`src/hw/rtl/mrc_pkg.sv`:
```
// ----------------------------------------------------------------------------
// mrc_pkg
// Shared types and codes for the mesh route candidate compute unit.
// ----------------------------------------------------------------------------
package mrc_pkg;

    localparam int COORD_W = 4;
    localparam int ALG_W   = 3;
    localparam int DIR_W   = 3;
    localparam int CNT_W   = 2;
    localparam int CIDX_W  = 2;
    localparam int CDATA_W = 4;

    localparam logic [DIR_W-1:0] DIR_N = 3'd0;
    localparam logic [DIR_W-1:0] DIR_E = 3'd1;
    localparam logic [DIR_W-1:0] DIR_S = 3'd2;
    localparam logic [DIR_W-1:0] DIR_W_ = 3'd3;
    localparam logic [DIR_W-1:0] DIR_L = 3'd4;

    localparam logic [ALG_W-1:0] ALG_XY        = 3'd0;
    localparam logic [ALG_W-1:0] ALG_WEST_1ST  = 3'd1;
    localparam logic [ALG_W-1:0] ALG_NORTH_LST = 3'd2;
    localparam logic [ALG_W-1:0] ALG_NEG_1ST   = 3'd3;
    localparam logic [ALG_W-1:0] ALG_ODD_EVEN  = 3'd4;
    localparam logic [ALG_W-1:0] ALG_DYAD      = 3'd5;
    localparam logic [ALG_W-1:0] ALG_FULL_ADPT = 3'd6;

    localparam logic [CIDX_W-1:0] REG_ALGORITHM = 2'd0;
    localparam logic [CIDX_W-1:0] REG_ROUTER_X  = 2'd1;
    localparam logic [CIDX_W-1:0] REG_ROUTER_Y  = 2'd2;

    localparam logic [CNT_W-1:0] CNT_NONE = 2'd0;
    localparam logic [CNT_W-1:0] CNT_ONE  = 2'd1;
    localparam logic [CNT_W-1:0] CNT_TWO  = 2'd2;

    typedef struct packed {
        logic [ALG_W-1:0]   algorithm;
        logic [COORD_W-1:0] router_x;
        logic [COORD_W-1:0] router_y;
    } cfg_t;

    typedef struct packed {
        logic [COORD_W-1:0] src_x;
        logic [COORD_W-1:0] dst_x;
        logic [COORD_W-1:0] dst_y;
        logic               congested;
    } req_t;

    typedef struct packed {
        logic [DIR_W-1:0] first_dir;
        logic [DIR_W-1:0] second_dir;
        logic [CNT_W-1:0] dir_count;
    } cand_t;

endpackage

```
`src/hw/rtl/mrc_cfg_regs.sv`:
```
// ----------------------------------------------------------------------------
// mrc_cfg_regs
// Configuration register file: algorithm select and router coordinates.
// ----------------------------------------------------------------------------
module mrc_cfg_regs (
    input  logic                        clk,
    input  logic                        rst_n,
    input  logic                        cfg_valid,
    output logic                        cfg_ready,
    input  logic [mrc_pkg::CIDX_W-1:0]  cfg_index,
    input  logic [mrc_pkg::CDATA_W-1:0] cfg_data,
    output mrc_pkg::cfg_t               cfg
);
    import mrc_pkg::*;

    cfg_t cfg_reg;
    cfg_t cfg_next;

    assign cfg_ready = 1'b1;
    assign cfg       = cfg_reg;

    always_comb
    begin
        cfg_next = cfg_reg;
        if (cfg_valid)
        begin
            unique case (cfg_index)
                REG_ALGORITHM: cfg_next.algorithm = cfg_data[ALG_W-1:0];
                REG_ROUTER_X:  cfg_next.router_x  = cfg_data[COORD_W-1:0];
                REG_ROUTER_Y:  cfg_next.router_y  = cfg_data[COORD_W-1:0];
                default:       cfg_next = cfg_reg;
            endcase
        end
    end

    always_ff @(posedge clk or negedge rst_n)
    begin
        if (!rst_n)
        begin
            cfg_reg <= '0;
        end
        else
        begin
            cfg_reg <= cfg_next;
        end
    end

endmodule

```
`src/hw/rtl/mrc_route.sv`:
```
// ----------------------------------------------------------------------------
// mrc_route
// Turn-model route candidate logic for one registered head flit.
// ----------------------------------------------------------------------------
module mrc_route (
    input  mrc_pkg::cfg_t  cfg,
    input  mrc_pkg::req_t  req,
    output mrc_pkg::cand_t cand
);
    import mrc_pkg::*;

    logic             x_gt;
    logic             x_lt;
    logic             x_eq;
    logic             y_gt;
    logic             y_lt;
    logic             y_eq;
    logic [DIR_W-1:0] xy_dir;
    logic [COORD_W:0] cx_plus1;
    logic             oe_take_v;
    logic             oe_take_e;
    cand_t            oe;

    assign x_gt = req.dst_x > cfg.router_x;
    assign x_lt = req.dst_x < cfg.router_x;
    assign x_eq = !x_gt && !x_lt;
    assign y_gt = req.dst_y > cfg.router_y;
    assign y_lt = req.dst_y < cfg.router_y;
    assign y_eq = !y_gt && !y_lt;

    assign xy_dir   = x_gt ? DIR_E : (x_lt ? DIR_W_ : (y_gt ? DIR_S : DIR_N));
    assign cx_plus1 = {1'b0, cfg.router_x} + {{COORD_W{1'b0}}, 1'b1};

    // odd-even turn model
    assign oe_take_v = cfg.router_x[0] || (cfg.router_x == req.src_x);
    assign oe_take_e = req.dst_x[0] || ({1'b0, req.dst_x} != cx_plus1);

    always_comb
    begin
        oe = '{first_dir: DIR_N, second_dir: DIR_N, dir_count: CNT_NONE};
        if (x_eq)
        begin
            oe.first_dir = y_lt ? DIR_N : DIR_S;
            oe.dir_count = CNT_ONE;
        end
        else if (x_gt)
        begin
            if (y_eq)
            begin
                oe.first_dir = DIR_E;
                oe.dir_count = CNT_ONE;
            end
            else if (oe_take_v)
            begin
                oe.first_dir = y_lt ? DIR_N : DIR_S;
                if (oe_take_e)
                begin
                    oe.second_dir = DIR_E;
                    oe.dir_count  = CNT_TWO;
                end
                else
                begin
                    oe.dir_count = CNT_ONE;
                end
            end
            else if (oe_take_e)
            begin
                oe.first_dir = DIR_E;
                oe.dir_count = CNT_ONE;
            end
        end
        else
        begin
            oe.first_dir = DIR_W_;
            oe.dir_count = CNT_ONE;
            if (!cfg.router_x[0] && !y_eq)
            begin
                oe.second_dir = y_lt ? DIR_N : DIR_S;
                oe.dir_count  = CNT_TWO;
            end
        end
    end

    always_comb
    begin
        cand = '{first_dir: xy_dir, second_dir: DIR_N, dir_count: CNT_ONE};
        if (x_eq && y_eq)
        begin
            cand.first_dir = DIR_L;
        end
        else
        begin
            unique case (cfg.algorithm)
                ALG_WEST_1ST:
                begin
                    if (x_gt && !y_eq)
                    begin
                        cand = '{first_dir: y_lt ? DIR_N : DIR_S,
                                 second_dir: DIR_E, dir_count: CNT_TWO};
                    end
                end
                ALG_NORTH_LST:
                begin
                    if (!x_eq && y_gt)
                    begin
                        cand = '{first_dir: DIR_S, second_dir: x_lt ? DIR_W_ : DIR_E,
                                 dir_count: CNT_TWO};
                    end
                end
                ALG_NEG_1ST:
                begin
                    if (x_gt && y_lt)
                    begin
                        cand = '{first_dir: DIR_N, second_dir: DIR_E, dir_count: CNT_TWO};
                    end
                    else if (x_lt && y_gt)
                    begin
                        cand = '{first_dir: DIR_S, second_dir: DIR_W_, dir_count: CNT_TWO};
                    end
                end
                ALG_ODD_EVEN:
                begin
                    cand = oe;
                end
                ALG_DYAD:
                begin
                    cand = oe;
                    if (!req.congested && (oe.dir_count == CNT_TWO))
                    begin
                        cand.dir_count  = CNT_ONE;
                        cand.second_dir = DIR_N;
                    end
                end
                ALG_FULL_ADPT:
                begin
                    if (!x_eq && !y_eq)
                    begin
                        cand = '{first_dir: y_lt ? DIR_N : DIR_S,
                                 second_dir: x_gt ? DIR_E : DIR_W_, dir_count: CNT_TWO};
                    end
                end
                default:
                begin
                    cand.first_dir = xy_dir;
                end
            endcase
        end
    end

endmodule

```
`src/hw/rtl/mesh_route_candidate_compute_unit.sv`:
```
// ----------------------------------------------------------------------------
// mesh_route_candidate_compute_unit
// Route computation for one router of a 2D mesh network on chip.
// ----------------------------------------------------------------------------
// Usage:
//   Input: present src_x, dst_x, dst_y and congested with start high; the
//   transaction is taken at the clock edge where start is high and busy low.
//   busy is always low, so a head flit may be issued in every cycle.
//   Output: result_valid pulses for one cycle with first_dir, second_dir and
//   dir_count. An accepted transaction is held in the input register, then
//   passes through the route logic into the result register. Throughput is
//   one transaction per cycle, set by the single registered pass through
//   the route logic.
//   The receiver cannot stall; each result is held for exactly one cycle.
//   Configuration: cfg_valid/cfg_ready with cfg_index (0 algorithm,
//   1 router_x, 2 router_y) and cfg_data; cfg_ready is always high. Write
//   only while no transaction is in flight.
//   Reset clears the configuration registers (algorithm XY, router at 0,0) and the
//   pipeline valid flags; no clearing pass is needed.
// ----------------------------------------------------------------------------
module mesh_route_candidate_compute_unit (
    input  logic                        clk,
    input  logic                        rst_n,
    input  logic                        start,
    output logic                        busy,
    input  logic [mrc_pkg::COORD_W-1:0] src_x,
    input  logic [mrc_pkg::COORD_W-1:0] dst_x,
    input  logic [mrc_pkg::COORD_W-1:0] dst_y,
    input  logic                        congested,
    output logic                        result_valid,
    output logic [mrc_pkg::DIR_W-1:0]   first_dir,
    output logic [mrc_pkg::DIR_W-1:0]   second_dir,
    output logic [mrc_pkg::CNT_W-1:0]   dir_count,
    input  logic                        cfg_valid,
    output logic                        cfg_ready,
    input  logic [mrc_pkg::CIDX_W-1:0]  cfg_index,
    input  logic [mrc_pkg::CDATA_W-1:0] cfg_data
);
    import mrc_pkg::*;

    cfg_t  cfg;
    req_t  req_reg;
    logic  in_valid_reg;
    cand_t cand_next;
    cand_t cand_reg;
    logic  out_valid_reg;

    assign busy = 1'b0;

    mrc_cfg_regs u_cfg (
        .clk       (clk),
        .rst_n     (rst_n),
        .cfg_valid (cfg_valid),
        .cfg_ready (cfg_ready),
        .cfg_index (cfg_index),
        .cfg_data  (cfg_data),
        .cfg       (cfg)
    );

    always_ff @(posedge clk or negedge rst_n)
    begin
        if (!rst_n)
        begin
            in_valid_reg  <= 1'b0;
            out_valid_reg <= 1'b0;
        end
        else
        begin
            in_valid_reg  <= start && !busy;
            out_valid_reg <= in_valid_reg;
        end
    end

    always_ff @(posedge clk)
    begin
        if (start && !busy)
        begin
            req_reg <= '{src_x: src_x, dst_x: dst_x, dst_y: dst_y, congested: congested};
        end
        if (in_valid_reg)
        begin
            cand_reg <= cand_next;
        end
    end

    mrc_route u_route (
        .cfg  (cfg),
        .req  (req_reg),
        .cand (cand_next)
    );

    assign result_valid = out_valid_reg;
    assign first_dir    = cand_reg.first_dir;
    assign second_dir   = cand_reg.second_dir;
    assign dir_count    = cand_reg.dir_count;

`ifndef ASSERT_OFF
    a_latency: assert property (@(posedge clk) disable iff (!rst_n)
        (start && !busy) |=> ##1 result_valid)
        else $error("accepted transaction did not produce a result");

    a_no_orphan: assert property (@(posedge clk) disable iff (!rst_n)
        result_valid |-> $past(in_valid_reg))
        else $error("result without an accepted transaction");

    a_single_zero: assert property (@(posedge clk) disable iff (!rst_n)
        (result_valid && (dir_count != CNT_TWO)) |-> (second_dir == DIR_N))
        else $error("second direction set with fewer than two candidates");

    a_local_one: assert property (@(posedge clk) disable iff (!rst_n)
        (result_valid && (first_dir == DIR_L)) |-> (dir_count == CNT_ONE))
        else $error("local route with more than one candidate");
`endif

endmodule

```
`config.mk`:
```
export PLATFORM = sky130hd
export DESIGN_NAME = mesh_route_candidate_compute_unit
export DESIGN_NICKNAME = d
export VERILOG_FILES = /design/src/hw/rtl/mrc_pkg.sv /design/src/hw/rtl/mrc_cfg_regs.sv /design/src/hw/rtl/mrc_route.sv /design/src/hw/rtl/mesh_route_candidate_compute_unit.sv
export SDC_FILE = /design/constraint.sdc
export NUM_CORES = 1
export LEC_CHECK = 0
export BUFFER_PORTS_ARGS = -buffer_cell sky130_fd_sc_hd__buf_2
export CORE_UTILIZATION = 55
export CTS_CLUSTER_SIZE = 25
export DETAILED_ROUTE_END_ITERATION = 7
export PLACE_DENSITY = 0.79
export SYNTH_ARGS = -nofsm -noshare
export SYNTH_HDL_FRONTEND = slang
export SYNTH_SLANG_ARGS = --single-unit
```
`constraint.sdc`:
```
create_clock -name clk -period 2.77 [get_ports clk]
set_clock_uncertainty 0.15 [all_clocks]
set_input_delay 0.277 -clock clk [delete_from_list [all_inputs] [get_ports clk]]
set_output_delay 0.277 -clock clk [all_outputs]
set_load 0.02 [all_outputs]
```
==> key figures <==
Worst setup path
  • Critical path launch point type: register
  • CP required: 2730 ps
  • Top Family by Delay on Critical Path: compound AO/OA/AOI/OAI gates
  • CP cell instances: inv_1, ha_1, nor2b_1, o211ai_2, a21oi_4, mux2i_1, a311oi_2, a31o_2
  • Max stage delay cell, worst path: dfrtp_1
  • Critical path's largest stage delay: 460 ps
  • CP endpoint kind: register
  • Worst path bufs/invs: 1
  • Setup CP Type: register to register
  • Worst-path fanout max: 10
  • Crit path DAT: 2550 ps

Clocking
  • CTS H-tree depth: 2
  • CTS Buf Count: 5
  • Deepest clock path buffer count: 2
  • Setup Buffers After CTS: 0
  • Clk pin slew, worst setup/hold paths: 110 ps
  • Clk_lat worst skew: 340 ps
  • CTS Root Cell: clkbuf_4
  • Clock tree from TritonCTS: done
  • CTS Sinks: 33

Layout
  • Commonest non-fill, non-tap cell in the layout: buf_2
  • Post-route design area: 2280 sq um
  • Non-Filler Instances: 254
  • Most frequent cells in the layout: buf_2 (30), edfxtp_1 (20), inv_1 (14), dlygate4sd3_1 (14), dfrtp_1 (12)
  • Number of fillers in the final layout: 237
  • Largest register FFs: 13
  • Final Util: 72.3%
  • ANT cells: 0
  • Area Growth Syn to Fin: 20.1%
  • # nets final: 243
  • Share of layout cells above drive strength 1: 27.6%

Synthesis
  • Post-Synthesis Cell Area: 1900 sq um
  • Asr flop ratio synth: 39.4%
  • Synth area leaders: edfxtp_1 (32%), dfrtp_1 (17%), ha_1 (7.2%)
  • Synth Area in XOR/XNOR: 3.23%
  • Syn_area_per_cell: 11.4 sq um
  • Synthesis warning total: 0
  • Largest family of logic cells by synthesized area: compound AO/OA/AOI/OAI gates
  • Top_reg_cell synth: edfxtp_1
  • Compound-cell area share of the yosys netlist: 17.1%
  • Post-synth top area share: 31.6%
  • Post-Synth Simple-Gate Area: 11.8%
  • Post-synth EDFFs: 20
  • Yosys reg bits: 33
  • Post-Synth Adder-Cell Area: 7.25%
  • Cell variety after synth: 50
  • Post-synthesis mux area share: 5.86%
  • Post-Synthesis Cells: 166
  • Sequential fraction of the synthesis area: 48.7%
  • Post-synth top area cell: edfxtp_1

Timing
  • Hold Fails Final Rpt: 0
  • Setup TNS: 0 ps
  • Final Cycle Share: 93.3%
  • Tmin final: 2580 ps
  • Hold Slack: 30.1 ps
  • Fin worst setup slack: 185 ps
  • Tightest Pin Transition: 541 ps
  • Slew HR: 63.8%
  • RSZ-0062 raised after global routing: no
  • # setup viols final: 0
  • Max Clk Rate: 0.387 GHz
  • Slew Viols, Final: 0

Die
  • Core area: 3150 sq um
  • Die width: 60.8 microns
  • Initial Util: 60.2%
  • Die H: 60.8 microns
  • Area of the die: 3690 sq um
  • Standard-cell rows: 20
  • I/O pins: 34

Drt
  • Via/cell ratio: 5.81
  • Antenna-violating nets left: 0
  • # DRC: 0
  • Via count: 1475
  • Routed len/inst: 14.8 microns
  • Detailed Routing Iterations Pass 1: 4
  • Total wire length: 3750 microns
  • Number of DRC markers in iteration 0: 69

Min path
  • Hold Path Class: input pin to register

Power
  • Max IR drop VDD: 434 uV
  • Pwr Density: 689 nW/um^2
  • Total Power: 1.57 mW
  • Leak: 0.964 nW

Job
  • Maximum capacitance violations: 0

Global route
  • Total gr overflow: 0
  • Pin count of the biggest net entering global routing: 15
  • Total track usage: 24.5%
  • Number of global-route vias before repair: 1468
  • Initial antenna violation count: 0
  • First-pass GRT wire length: 6490 microns

Placement
  • GPL Wtd Cong: 0.843
  • IO Port Bufs: 30
  • Dpl cell area: 2050 sq um
  • Detailed Place HPWL: 2830 microns
  • Post-Place Worst Slack: 173 ps
  • DP Cell Count: 232

Run status
  • Status: finished clean
-- per-layer routing --
layer	GRT usage [%]	part of all wire, %	up-vias
met3	4.26	3.9	16
met2	40.3	49	61
li1	-	-	699
met5	0	0	-
met4	14.9	3.7	0
met1	30.1	44	699
-- final timing paths --
path | start | to | slack [ps] | cells after the start
hold / removal | cfg_data[1] | u_cfg.cfg[9]$_DFFE_PN0P_ | 30 | 3
max in group asynchronous | rst_n | u_cfg.cfg[4]$_DFFE_PN0P_ | 2020 | 2
setup / recovery | u_cfg.cfg[5]$_DFFE_PN0P_ | dir_count[1]$_SDFFCE_PP0P_ | 190 | 8
setup reg to reg | u_cfg.cfg[5]$_DFFE_PN0P_ | dir_count[1]$_SDFFCE_PP0P_ | 190 | 8
hold reg to reg | u_cfg.cfg[1]$_DFFE_PN0P_ | u_cfg.cfg[1]$_DFFE_PN0P_ | 370 | 1
min in group asynchronous | rst_n | u_cfg.cfg[7]$_DFFE_PN0P_ | 190 | 2
-- cells by family after synthesis --
logic type	Yosys count
compound gates	40
xor+xnor	7
fa+ha+maj	11
buf+inv	23
flops	33
mux	10
other cells	2
simple gates	40
-- power by group --
part	internal, mW	switching, mW	leakage [nW]	total [mW]
clock	0.187	0.174	0.0389	0.361
sequential	0.606	0.0617	0.350	0.668
combinational	0.238	0.305	0.575	0.542
total	1.03	0.541	0.964	1.57
-- cell usage after synthesis (all sizes together), types with 5 or more instances --
library cell,instances
nor2,7
nand3,5
xor2,5
mux2,9
edfxtp,20
buf,6
inv,14
nand2,7
nor2b,5
o21ai,7
a21oi,10
dfrtp,13
ha,11
-- worst reg2reg max path: stages (launching register included) --
cell and delay (ps):
dfrtp_1 460, inv_1 80, ha_1 300, nor2b_1 170, o211ai_2 130, a21oi_4 320, mux2i_1 320, a311oi_2 180
a31o_2 280
-- layout make-up --
| class | instances | area [sq um] | share of cell area [%] |
|---|---|---|---|
| Sequential cell | 33 | 927 | 40.6 |
| Clock inverter | 3 | 41.3 | 1.81 |
| Tap cell | 44 | 55.1 | 2.41 |
| Multi-Input combinational cell | 111 | 877 | 38.5 |
| Clock buffer | 5 | 37.5 | 1.65 |
| Inverter | 14 | 52.6 | 2.30 |
| Timing Repair Buffer | 44 | 290 | 12.7 |
-- timing repair --
item                                    4_1_cts  5_1_grt
gates resized for setup                       0        2
hold buffers                                 14        0
endpoints found under the setup margin        0        3
hold endpoints to repair                     26        0
(Power assumes the default switching activity.)
